## config.mk

```make
export PLATFORM = sky130hd
export DESIGN_NAME = console_line_editor
export DESIGN_NICKNAME = d
export VERILOG_FILES = /design/src/design/cle_pkg.sv /design/src/design/console_line_editor.sv /design/src/design/cle_ram.sv /design/src/design/cle_front.sv /design/src/design/cle_back.sv
export SDC_FILE = /design/constraint.sdc
export NUM_CORES = 1
export LEC_CHECK = 0
export BUFFER_PORTS_ARGS = -buffer_cell sky130_fd_sc_hd__buf_2
export CORE_MARGIN = 3
export CORE_UTILIZATION = 56
export DETAILED_ROUTE_END_ITERATION = 6
export GPL_TIMING_DRIVEN = 0
export PLACE_DENSITY_LB_ADDON = 0.1
export SYNTH_ARGS = -nofsm -noshare
export SYNTH_HDL_FRONTEND = slang
export SYNTH_SLANG_ARGS = --single-unit
```

## constraint.sdc

```tcl
create_clock -name clk_i -period 4.2 [get_ports clk_i]
set_input_delay 0.63 -clock clk_i [delete_from_list [all_inputs] [get_ports clk_i]]
set_output_delay 0.63 -clock clk_i [all_outputs]
set_load 0.01 [all_outputs]
```

## src/design/cle_pkg.sv

```systemverilog
// ----------------------------------------------------------------------------
// cle_pkg
// Shared types and constants for the console line editor.
// ----------------------------------------------------------------------------
package cle_pkg;

  localparam int unsigned CharW = 16;
  localparam int unsigned LenW  = 6;
  localparam int unsigned CfgW  = 7;

  localparam logic [CharW-1:0] KeyEnter     = 16'h000D;
  localparam logic [CharW-1:0] KeyBackspace = 16'h0008;
  localparam logic [CharW-1:0] KeySpace     = 16'h0020;
  localparam logic [CharW-1:0] PrintableMin = 16'h0020;

  localparam logic [CfgW-1:0] MaxLineLenReset = 7'd64;

  typedef enum logic [1:0] {
    KIND_ECHO      = 2'd0,
    KIND_LINE_CHAR = 2'd1,
    KIND_END       = 2'd2
  } cle_kind_e;

  typedef enum logic [1:0] {
    OP_PRINT = 2'd0,
    OP_BKSP  = 2'd1,
    OP_ENTER = 2'd2
  } cle_op_e;

  typedef struct packed {
    cle_op_e          op;
    logic [CharW-1:0] ch;
  } cle_cmd_t;

  typedef enum logic [2:0] {
    ST_IDLE,
    ST_ECHO,
    ST_BS1,
    ST_BS2,
    ST_BS3,
    ST_DRAIN_RD,
    ST_DRAIN_WR,
    ST_END
  } cle_state_e;

endpackage

```

## src/design/console_line_editor.sv

```systemverilog
// ----------------------------------------------------------------------------
// console_line_editor
// Line discipline with backspace echo over a valid/stall stream.
// ----------------------------------------------------------------------------
// Each input transfer is one 16-bit keystroke. Printable keys (0x20 and up)
// are stored and echoed while the line holds fewer than max_line_len-1
// characters (limit clamped to 0 .. LINE_CAP-1); backspace on a non-empty
// line removes the last character and echoes BS, SP, BS; enter streams out
// the stored line followed by an end marker carrying the length. Other
// control codes are swallowed. A classifier feeds a two-entry command
// queue, so keys are taken while the executor is busy. Enter drains each
// stored character by issuing a line buffer read (registered RAM output)
// and then loading the output register. The output register decouples the
// result stream, so downstream stall only delays results. max_line_len
// resets to 64 and is written through the cfg channel; the user must write
// it only while the block is idle, which the block itself does not enforce.
// ----------------------------------------------------------------------------
module console_line_editor #(
  parameter int unsigned LINE_CAP = 64
) (
  input  logic                           clk_i,
  input  logic                           rst_ni,
  // key input
  input  logic                           in_valid_i,
  output logic                           in_stall_o,
  input  logic [cle_pkg::CharW-1:0]      key_char_i,
  // result output
  output logic                           out_valid_o,
  input  logic                           out_stall_i,
  output logic [1:0]                     kind_o,
  output logic [cle_pkg::CharW-1:0]      char_value_o,
  output logic [cle_pkg::LenW-1:0]       line_length_o,
  output logic                           last_o,
  // config write
  input  logic                           cfg_valid_i,
  output logic                           cfg_ready_o,
  input  logic [cle_pkg::CfgW-1:0]       cfg_wdata_i
);

  localparam int unsigned CntW = $clog2(LINE_CAP);

  logic [cle_pkg::CfgW-1:0] max_line_len_q;
  logic [cle_pkg::CfgW-1:0] len_m1;
  logic [cle_pkg::CfgW-1:0] limit_sat;
  logic [CntW-1:0]          limit;

  logic              cmd_valid;
  cle_pkg::cle_cmd_t cmd;
  logic              cmd_pop;

  assign cfg_ready_o = 1'b1;

  always_ff @(posedge clk_i or negedge rst_ni) begin
    if (!rst_ni) begin
      max_line_len_q <= cle_pkg::MaxLineLenReset;
    end else if (cfg_valid_i && cfg_ready_o) begin
      max_line_len_q <= cfg_wdata_i;
    end
  end

  // Character limit: max_line_len-1, clamped to 0 .. LINE_CAP-1.
  always_comb begin
    len_m1 = max_line_len_q - 1'b1;
    if (max_line_len_q == '0) begin
      limit_sat = '0;
    end else if (len_m1 > cle_pkg::CfgW'(LINE_CAP - 1)) begin
      limit_sat = cle_pkg::CfgW'(LINE_CAP - 1);
    end else begin
      limit_sat = len_m1;
    end
  end
  assign limit = limit_sat[CntW-1:0];

  cle_front u_front (
    .clk_i       (clk_i),
    .rst_ni      (rst_ni),
    .in_valid_i  (in_valid_i),
    .in_stall_o  (in_stall_o),
    .key_char_i  (key_char_i),
    .cmd_valid_o (cmd_valid),
    .cmd_o       (cmd),
    .cmd_pop_i   (cmd_pop)
  );

  cle_back #(
    .LINE_CAP (LINE_CAP)
  ) u_back (
    .clk_i         (clk_i),
    .rst_ni        (rst_ni),
    .cmd_valid_i   (cmd_valid),
    .cmd_i         (cmd),
    .cmd_pop_o     (cmd_pop),
    .limit_i       (limit),
    .out_valid_o   (out_valid_o),
    .out_stall_i   (out_stall_i),
    .kind_o        (kind_o),
    .char_value_o  (char_value_o),
    .line_length_o (line_length_o),
    .last_o        (last_o)
  );

endmodule

```

## src/design/cle_ram.sv

```systemverilog
// ----------------------------------------------------------------------------
// cle_ram
// Generic single-port-write, single-port-read RAM with registered read.
// ----------------------------------------------------------------------------
module cle_ram #(
  parameter int unsigned WIDTH = 16,
  parameter int unsigned DEPTH = 64
) (
  input  logic                     clk_i,
  input  logic                     we_i,
  input  logic [$clog2(DEPTH)-1:0] waddr_i,
  input  logic [WIDTH-1:0]         wdata_i,
  input  logic                     re_i,
  input  logic [$clog2(DEPTH)-1:0] raddr_i,
  output logic [WIDTH-1:0]         rdata_o
);

  logic [WIDTH-1:0] mem_q [DEPTH];
  logic [WIDTH-1:0] rdata_q;

  always_ff @(posedge clk_i) begin
    if (we_i) begin
      mem_q[waddr_i] <= wdata_i;
    end
    if (re_i) begin
      rdata_q <= mem_q[raddr_i];
    end
  end

  assign rdata_o = rdata_q;

endmodule

```

## src/design/cle_front.sv

```systemverilog
// ----------------------------------------------------------------------------
// cle_front
// Key classifier and two-entry command queue.
// ----------------------------------------------------------------------------
module cle_front (
  input  logic                           clk_i,
  input  logic                           rst_ni,
  input  logic                           in_valid_i,
  output logic                           in_stall_o,
  input  logic [cle_pkg::CharW-1:0]      key_char_i,
  output logic                           cmd_valid_o,
  output cle_pkg::cle_cmd_t              cmd_o,
  input  logic                           cmd_pop_i
);

  cle_pkg::cle_cmd_t cmd_q [2];
  logic              wr_ptr_q, wr_ptr_d;
  logic              rd_ptr_q, rd_ptr_d;
  logic [1:0]        fill_q, fill_d;
  logic              keep;
  logic              push;
  cle_pkg::cle_cmd_t new_cmd;

  // Classify: enter, backspace, printable; all other control codes drop.
  always_comb begin
    new_cmd.ch = key_char_i;
    new_cmd.op = cle_pkg::OP_PRINT;
    keep       = 1'b0;
    if (key_char_i == cle_pkg::KeyEnter) begin
      new_cmd.op = cle_pkg::OP_ENTER;
      keep       = 1'b1;
    end else if (key_char_i == cle_pkg::KeyBackspace) begin
      new_cmd.op = cle_pkg::OP_BKSP;
      keep       = 1'b1;
    end else if (key_char_i >= cle_pkg::PrintableMin) begin
      keep       = 1'b1;
    end
  end

  assign in_stall_o  = (fill_q == 2'd2);
  assign push        = in_valid_i && !in_stall_o && keep;
  assign cmd_valid_o = (fill_q != 2'd0);
  assign cmd_o       = cmd_q[rd_ptr_q];

  always_comb begin
    wr_ptr_d = wr_ptr_q ^ push;
    rd_ptr_d = rd_ptr_q ^ cmd_pop_i;
    fill_d   = fill_q + {1'b0, push} - {1'b0, cmd_pop_i};
  end

  always_ff @(posedge clk_i or negedge rst_ni) begin
    if (!rst_ni) begin
      wr_ptr_q <= 1'b0;
      rd_ptr_q <= 1'b0;
      fill_q   <= 2'd0;
    end else begin
      wr_ptr_q <= wr_ptr_d;
      rd_ptr_q <= rd_ptr_d;
      fill_q   <= fill_d;
    end
  end

  always_ff @(posedge clk_i) begin
    if (push) begin
      cmd_q[wr_ptr_q] <= new_cmd;
    end
  end

endmodule

```

## src/design/cle_back.sv

```systemverilog
// ----------------------------------------------------------------------------
// cle_back
// Command executor: line buffer, character count, result sequencer and
// output register.
// ----------------------------------------------------------------------------
module cle_back #(
  parameter int unsigned LINE_CAP = 64
) (
  input  logic                           clk_i,
  input  logic                           rst_ni,
  input  logic                           cmd_valid_i,
  input  cle_pkg::cle_cmd_t              cmd_i,
  output logic                           cmd_pop_o,
  input  logic [$clog2(LINE_CAP)-1:0]    limit_i,
  output logic                           out_valid_o,
  input  logic                           out_stall_i,
  output logic [1:0]                     kind_o,
  output logic [cle_pkg::CharW-1:0]      char_value_o,
  output logic [cle_pkg::LenW-1:0]       line_length_o,
  output logic                           last_o
);

  localparam int unsigned CntW = $clog2(LINE_CAP);

  cle_pkg::cle_state_e state_q, state_d;
  logic [CntW-1:0]     count_q;
  logic [CntW-1:0]     idx_q;
  logic [CntW-1:0]     len_q;
  logic [cle_pkg::CharW-1:0] ch_q;

  logic                      out_valid_q;
  logic [1:0]                kind_q;
  logic [cle_pkg::CharW-1:0] char_q;
  logic [cle_pkg::LenW-1:0]  len_out_q;
  logic                      last_q;

  logic                      out_free;
  logic                      emit;
  cle_pkg::cle_kind_e        emit_kind;
  logic [cle_pkg::CharW-1:0] emit_char;
  logic [cle_pkg::LenW-1:0]  emit_len;
  logic                      emit_last;
  logic                      ram_we;
  logic                      ram_re;
  logic [cle_pkg::CharW-1:0] ram_rdata;
  logic                      print_ok;

  assign out_free = !out_valid_q || !out_stall_i;
  assign print_ok = (count_q < limit_i);

  cle_ram #(
    .WIDTH (cle_pkg::CharW),
    .DEPTH (LINE_CAP)
  ) u_line_buf (
    .clk_i   (clk_i),
    .we_i    (ram_we),
    .waddr_i (count_q),
    .wdata_i (cmd_i.ch),
    .re_i    (ram_re),
    .raddr_i (idx_q),
    .rdata_o (ram_rdata)
  );

  // Next state
  always_comb begin
    state_d = state_q;
    case (state_q)
      cle_pkg::ST_IDLE: begin
        if (cmd_valid_i) begin
          case (cmd_i.op)
            cle_pkg::OP_PRINT: state_d = print_ok ? cle_pkg::ST_ECHO : cle_pkg::ST_IDLE;
            cle_pkg::OP_BKSP:  state_d = (count_q != '0) ? cle_pkg::ST_BS1 : cle_pkg::ST_IDLE;
            cle_pkg::OP_ENTER: state_d = (count_q == '0) ? cle_pkg::ST_END
                                                         : cle_pkg::ST_DRAIN_RD;
            default:           state_d = cle_pkg::ST_IDLE;
          endcase
        end
      end
      cle_pkg::ST_ECHO: if (out_free) state_d = cle_pkg::ST_IDLE;
      cle_pkg::ST_BS1:  if (out_free) state_d = cle_pkg::ST_BS2;
      cle_pkg::ST_BS2:  if (out_free) state_d = cle_pkg::ST_BS3;
      cle_pkg::ST_BS3:  if (out_free) state_d = cle_pkg::ST_IDLE;
      cle_pkg::ST_DRAIN_RD: state_d = cle_pkg::ST_DRAIN_WR;
      cle_pkg::ST_DRAIN_WR: begin
        if (out_free) begin
          state_d = (idx_q == len_q - 1'b1) ? cle_pkg::ST_END : cle_pkg::ST_DRAIN_RD;
        end
      end
      cle_pkg::ST_END: if (out_free) state_d = cle_pkg::ST_IDLE;
      default: state_d = cle_pkg::ST_IDLE;
    endcase
  end

  // Outputs
  always_comb begin
    cmd_pop_o = 1'b0;
    ram_we    = 1'b0;
    ram_re    = 1'b0;
    emit      = 1'b0;
    emit_kind = cle_pkg::KIND_ECHO;
    emit_char = '0;
    emit_len  = '0;
    emit_last = 1'b0;
    case (state_q)
      cle_pkg::ST_IDLE: begin
        cmd_pop_o = cmd_valid_i;
        ram_we    = cmd_valid_i && (cmd_i.op == cle_pkg::OP_PRINT) && print_ok;
      end
      cle_pkg::ST_ECHO: begin
        emit      = 1'b1;
        emit_char = ch_q;
        emit_last = 1'b1;
      end
      cle_pkg::ST_BS1: begin
        emit      = 1'b1;
        emit_char = cle_pkg::KeyBackspace;
      end
      cle_pkg::ST_BS2: begin
        emit      = 1'b1;
        emit_char = cle_pkg::KeySpace;
      end
      cle_pkg::ST_BS3: begin
        emit      = 1'b1;
        emit_char = cle_pkg::KeyBackspace;
        emit_last = 1'b1;
      end
      cle_pkg::ST_DRAIN_RD: begin
        ram_re = 1'b1;
      end
      cle_pkg::ST_DRAIN_WR: begin
        emit      = 1'b1;
        emit_kind = cle_pkg::KIND_LINE_CHAR;
        emit_char = ram_rdata;
      end
      cle_pkg::ST_END: begin
        emit      = 1'b1;
        emit_kind = cle_pkg::KIND_END;
        emit_len  = cle_pkg::LenW'(len_q);
        emit_last = 1'b1;
      end
      default: begin
        emit = 1'b0;
      end
    endcase
  end

  always_ff @(posedge clk_i or negedge rst_ni) begin
    if (!rst_ni) begin
      state_q     <= cle_pkg::ST_IDLE;
      count_q     <= '0;
      idx_q       <= '0;
      len_q       <= '0;
      out_valid_q <= 1'b0;
    end else begin
      state_q <= state_d;
      if (out_free) begin
        out_valid_q <= emit;
      end
      if (state_q == cle_pkg::ST_IDLE && cmd_valid_i) begin
        case (cmd_i.op)
          cle_pkg::OP_PRINT: if (print_ok) count_q <= count_q + 1'b1;
          cle_pkg::OP_BKSP:  if (count_q != '0) count_q <= count_q - 1'b1;
          cle_pkg::OP_ENTER: begin
            len_q   <= count_q;
            count_q <= '0;
            idx_q   <= '0;
          end
          default: count_q <= count_q;
        endcase
      end
      if (state_q == cle_pkg::ST_DRAIN_WR && out_free) begin
        idx_q <= idx_q + 1'b1;
      end
    end
  end

  always_ff @(posedge clk_i) begin
    if (state_q == cle_pkg::ST_IDLE && cmd_valid_i) begin
      ch_q <= cmd_i.ch;
    end
    if (out_free && emit) begin
      kind_q    <= emit_kind;
      char_q    <= emit_char;
      len_out_q <= emit_len;
      last_q    <= emit_last;
    end
  end

  assign out_valid_o   = out_valid_q;
  assign kind_o        = kind_q;
  assign char_value_o  = char_q;
  assign line_length_o = len_out_q;
  assign last_o        = last_q;

endmodule

```

Yosys cells after proc, flatten, opt, wreduce, memory -nomap -nowiden. Memories as Yosys holds them, arrays and structs flattened. A register that Yosys moved wholly into a read port is not among the register bits. Cells that the tools add are included.

Bits in writable memories: 1060. Input port bits: 28. Word-level logic and storage cells: 110. Memories: 2. Register bits after elaboration: 74. Output and inout bits: 28.

Memory list: u_back.u_line_buf.mem_q (depth 64, width 16, rd ports 1, clocked after Yosys merged registers in 1, write ports 1, line cle_ram.sv:18) `logic [WIDTH-1:0] mem_q [DEPTH];`; u_front.cmd_q (depth 2, width 18, rd ports 1, clocked after Yosys merged registers in 0, write ports 1, line cle_front.sv:16) `cle_pkg::cle_cmd_t cmd_q [2];`.

Eq/ne operators: 20. $add $sub $neg: 7. Reductions and logical operators: 27. Muxes and demuxes: 35. Magnitude comparators: 3. Bitwise logic cells: 2.

Operators with widths (count): $pmux 16 s4 (1); $mux 6 (7); $eq 16x4->1 const B (2); $pmux 3 s6 (1); $pmux 6 s3 (1); $ge 16x6->1 const B (1); $mux 3 (5); $mux 1 (14); $ne 2x1->1 const B (7); $add 6x1->6 const B (2); $eq 3x3->1 const B (4); $sub 6x1->6 const B (2); $pmux 3 s3 (1); $mux 2 (4); $gt 7x6->1 const B (1); $logic_and 1x1->1 (7); $logic_not 7->1 (1); $sub 7x1->7 const B (1); $eq 3x2->1 const B (2); $eq 6x6->1 (1); $logic_not 6->1 (1); $lt 6x6->1 (1); $reduce_bool 2->1 (3); $reduce_bool 6->1 (1); other kinds (18) (23).

Longest topological paths before layout.
Depth in word-level cells: 9. Depth in mapped cells: 14. Gate-level depth less buffers: 12.

By module. A second synthesis with hierarchy kept.

Cell total of the unflattened synthesis: 2214. Area, all modules: 45331.0 um^2.

Modules (own cells, without submodules): cle_ram (sequential area each 31230.0 um^2, cells each 1829, area each 40202.3 um^2, times used 1); cle_back (sequential area each 1781.7 um^2, cells each 257, area each 3086.7 um^2, times used 1); cle_front (sequential area each 1181.1 um^2, cells each 86, area each 1615.3 um^2, times used 1); console_line_editor (sequential area each 176.4 um^2, cells each 42, area each 426.7 um^2, times used 1).

Worst setup path after synthesis. OpenSTA, ideal clock, no wires.

Path kind: flip-flop to flip-flop. Start point: reg max_line_len_q[2] (netlist name). End point: mem u_back.u_line_buf.mem_q[18][0], enable pin. Arrival time: 3.809 ns. Period minus slack after synthesis: 4.218 ns. Cell stages (with the launch flop): 14. Setup time: 0.409 ns. Buffers on the path: 2. Setup slack: -0.018 ns. Required time: 3.791 ns. Path through: dfrtp_1 -> or3_1 -> nor3_1 -> xor2_1 -> o21ai_0 -> ha_1 -> a21oi_1 -> o21ai_1 -> nor4b_1 -> a31o_2 -> buf_6 -> nand3_1 -> buf_2 -> nor3_1.

Longest elaborated chain between the ends: 9. Elaborated cells on any way between the ends: 10. Classes of those cells: add/sub: 1; order compare: 2; mux: 5; reduce/logical: 2.

Ends and longest elaborated chain: start, declared (line console_line_editor.sv:42) `logic [cle_pkg::CfgW-1:0] max_line_len_q;`; start signal, assigned (line console_line_editor.sv:55) `max_line_len_q <= cle_pkg::MaxLineLenReset;`; start signal, assigned (line console_line_editor.sv:57) `max_line_len_q <= cfg_wdata_i;`; $sub 7x1->7 (line console_line_editor.sv:63) `len_m1 = max_line_len_q - 1'b1;`; $gt 7x6->1 (line console_line_editor.sv:66) `end else if (len_m1 > cle_pkg::CfgW'(LINE_CAP - 1)) begin`; $mux 6 (line console_line_editor.sv:66); $mux 6 (*) (line console_line_editor.sv:64) `if (max_line_len_q == '0) begin`; $lt 6x6->1 (*) (line cle_back.sv:49) `assign print_ok = (count_q < limit_i);`; $logic_and 1x1->1 (*) (line cle_back.sv:107) `ram_we = cmd_valid_i && (cmd_i.op == cle_pkg::OP_PRINT) && print_ok;`; $mux 1 (*) (line cle_back.sv:104) `case (state_q)`; $mux 1 (*) (line cle_ram.sv:22) `if (we_i) begin`; $mux 1 (not written as such) (*) (line cle_ram.sv:23) `mem_q[waddr_i] <= wdata_i;`; end, declared (line cle_ram.sv:18).

Mark *: on every way between the ends. The rest lies on a longest branch, timed or not.

Final worst setup path.
Start point: reg max_line_len_q[2] (netlist name). End point: mem u_back.u_line_buf.mem_q[5][2], enable pin.

The elaborated chain is that of the path after synthesis.

==> flow_summary_export.csv <==
group,metric,value,unit
logic_synthesis,yosysSeqAreaShare,77.0,%
place,io_buffers,53,
clock_tree,cts-buffers-inserted,112,
clock_tree,h-tree-depth,3,
logic_synthesis,syn_area,44600,µm²
detailed_routing,wl_per_cell,31.3,µm
die,die_y,288,µm
die,io_pins,56,
status,violations,"setup timing",
global_route,antenna_found_initial,4,
timing,fin_ws,-0.0101,ns
power,netSwitchingPower,10.7,mW
power,power.leakage,16.6,nW
detailed_routing,drc,0,
logic_synthesis,synth_seq_cells,1150,
logic_synthesis,syn_area_per_cell,22.7,µm²
logic_synthesis,yosysMostFrequentCell,"edfxtp_1",
die,start_util,57.0,%
status,status,"complete, but fails checks",
logic_synthesis,synth_warnings,0,
clock_tree,cts_tree,"yes",
clock_tree,ctsLongestPathBuffers,3,
power,power_frac_seq,42.6,%
critical_path,cp.arrival,4.60,ns
power,clkPwrFrac,28.9,%
clock_tree,clock_latency,0.68,ns
timing,skew,0.0309,ns
timing,worst_slew_pin_slew,1.41,ns
power,finalPower,34.7,mW
critical_path,cp_cell_sequence,"or3_1, nor3_1, xor2_1, o21ai_0, ha_1, a21oi_1, o21ai_1, nor4b_2, a31o_2, buf_6, nand3_1, nor2_2, buf_8",
timing,fmax,238,MHz
global_route,track_usage,26.1,%
die,core_area,78200,µm²
logic_synthesis,synth_top_area_share,75.2,%
logic_synthesis,ys_top_cells_by_area,"edfxtp_1, mux4_2, dfrtp_1",
die,die-area,83100,µm²
timing,hold_viol_final,0,
finish,nNetsFinal,2288,
critical_path,critPathLaunchType,"flip-flop",
power,pwr-share-comb,28.5,%
worst_hold_path,hold_class,"primary input to async pin",
logic_synthesis,ys_top_cells_by_count,"edfxtp_1, mux4_2, clkbuf_1",
detailed_routing,drt_wl_total,106000,µm
logic_synthesis,ys.flop_type,"edfxtp_1",
timing,setup_viol,13,
global_route,gr-total-overflow,0,
power,p_int,24.1,mW
critical_path,crit_family,"simple AND/OR/NAND/NOR gates",
power,sw_frac_of_total,30.7,%
critical_path,cp.required,4.59,ns
die,fp-row-count,102,
global_route,grt_pass1_vias,21538,
timing,grt_setup_unrepaired,"yes",
logic_synthesis,syn_nets,2012,
critical_path,endpoint_kind,"flip-flop",
clock_tree,clkSinkCount,1150,
detailed_routing,drtPass1Iterations,7,
place,dp_cells,3123,
finish,drive_gt1_share,33.7,%
critical_path,critical_path_buf_inv_count,2,
finish,synthToLayoutAreaGrowth,15.9,%
timing,finalCritPeriodShare,100,%
clock_tree,cts_root_buffer,"clkbuf_16",
power,p_per_area,672,nW/µm²
logic_synthesis,netlist-cell-type-count,53,
global_route,grt_first_pass_wirelength,153000,µm
global_route,grt_max_degree,66,
critical_path,slowest_delay,0.48,ns
place,pre_cts_ws,-0.600,ns
power,vdd_drop_max,435,µV
finish,antenna_cells,0,
logic_synthesis,synth_largest_area_cell,"edfxtp_1",
critical_path,cp_max_fo,13,
finish,finalNonFillerCells,3375,
detailed_routing,vias,21656,
timing,slew_viol_final,0,
detailed_routing,drt_iter0_markers,2476,
logic_synthesis,syn_inst,1966,
timing,period_needed,4.21,ns
timing,slew_headroom,5.86,%
flow_run,maxCapViolations,0,
detailed_routing,final_antenna_net_count,0,
place,globalplace.congestion,0.964,
clock_tree,holdBufCountCts,0,
clock_tree,clk_pin_slew_worst_paths,0.06,ns
logic_synthesis,synth_edf_count,1117,
place,post-dp-hpwl,67800,µm
logic_synthesis,ys_async_sr_fraction,2.87,%
critical_path,critPathKind,"flip-flop to flip-flop",
die,die_x,288,µm
detailed_routing,viasPerCell,6.42,
critical_path,cpMaxStageDelayCell,"nand3_1",
## layer usage
layer / share of wire, % / global-route usage, %
met1: 39 / 37.3
met2: 49 / 41.4
met3: 8.1 / 5.24
met4: 3.7 / 8.31
met5: 0.12 / 0.988
## per-stage QoR
stage | setup TNS [ns] | cell area, µm² | hold slack [ns] | util (%)
2_1_floorplan | -3.94 | 44600 | 0.334 | -
3_3_place_gp | -941.83 | 46200 | 0.480 | 59.1
3_5_place_dp | -158.46 | 47300 | 0.502 | 60.5
4_1_cts | -0.00435 | 51500 | 0.0444 | 65.8
5_1_grt | -16.18 | 51700 | 0.0879 | 66.1
6_report | -0.0778 | 51700 | 0.0522 | 66.1
## placed cells by master, fill, tap and decap left out, types with 13 or more instances in the layout
cell	n
o21ai_0	19
buf_6	31
buf_8	39
a22o_1	16
nor2_4	14
nor2_2	26
mux2_4	15
edfxtp_1	1117
buf_2	72
clkbuf_1	80
mux2_2	13
clkinv_2	24
nor3_4	23
clkinv_1	26
nor2_1	23
bufinv_16	15
dfrtp_1	32
nand2_1	43
clkbuf_16	113
ha_1	17
inv_1	14
buf_4	48
a22oi_1	32
mux4_2	320
## cell families after synthesis
kind of cell	after synthesis	synth area share [%]
xor gates and xnor gates	18	0.353
DFF	1150	77.0
other	1	0.00840
AOI/OAI and AO/OA	100	1.54
buffers and inverters	123	1.27
adders and majority gates	18	0.521
muxes	356	17.1
and+or+nand+nor	200	2.21
## timing repair
action	in CTS	in global routing
pin swaps	22	8
setup endpoints to repair	505	718
setup buffers	33	11
gates resized for setup	33	19
## final timing paths
path | depth (start not counted) | slack (ns) | to | from
max | 13 | -0.01 | u_back.u_line_buf.mem_q[5][2]$_DFFE_PP_ | max_line_len_q[2]$_DFFE_PN0P_
min | 1 | 0.05 | max_line_len_q[5]$_DFFE_PN0P_ | rst_ni
max reg2reg | 13 | -0.01 | u_back.u_line_buf.mem_q[5][2]$_DFFE_PP_ | max_line_len_q[2]$_DFFE_PN0P_
min reg2reg | 1 | 0.51 | u_front.fill_q[1]$_DFF_PN0_ | u_front.fill_q[1]$_DFF_PN0_
max in group asynchronous | 1 | 3.62 | u_back.idx_q[0]$_DFFE_PN0P_ | rst_ni
min in group clk_i | 1 | 0.15 | u_front.cmd_q[0][3]$_DFFE_PP_ | key_char_i[3]
## sequential cells by signal (all words and copies together), names as in the netlist, 6 cells and up
signal,flops
u_back.ch_q,16
u_front.cmd_q,36
max_line_len_q,7
u_back.char_value_o,16
u_back.len_q,6
u_back.line_length_o,6
u_back.count_q,6
u_back.u_line_buf.mem_q,1024
u_back.u_line_buf.rdata_o,16
u_back.idx_q,6
## worst register-to-register path: stages, from the launching register on
cell	delay, ns
dfrtp_1	0.46
or3_1	0.41
nor3_1	0.19
xor2_1	0.20
o21ai_0	0.12
ha_1	0.31
a21oi_1	0.14
o21ai_1	0.11
nor4b_2	0.23
a31o_2	0.33
buf_6	0.24
nand3_1	0.48
nor2_2	0.46
buf_8	0.22
## cell type report
cell class / count / area, µm²
fill: 5002 / 26500
buffer: 109 / 542
inverter: 14 / 52.6
clock buffer: 132 / 2920
timing repair buffer: 162 / 1530
multi-input combinational: 693 / 10200
clock inverter: 75 / 791
sequential: 1150 / 34400
tap: 1040 / 1300
## power by group through the flow
stage | combinational (mW) | clock [mW] | sequential, mW
floorplan | 6.05 | 0 | 15.0
global placement | 9.43 | 0 | 15.0
detailed placement | 9.81 | 0 | 15.1
CTS | 9.92 | 10.2 | 14.8
global route | 10.5 | 10.7 | 14.8
finish | 9.91 | 10.0 | 14.8
(Power assumes the default switching activity.)
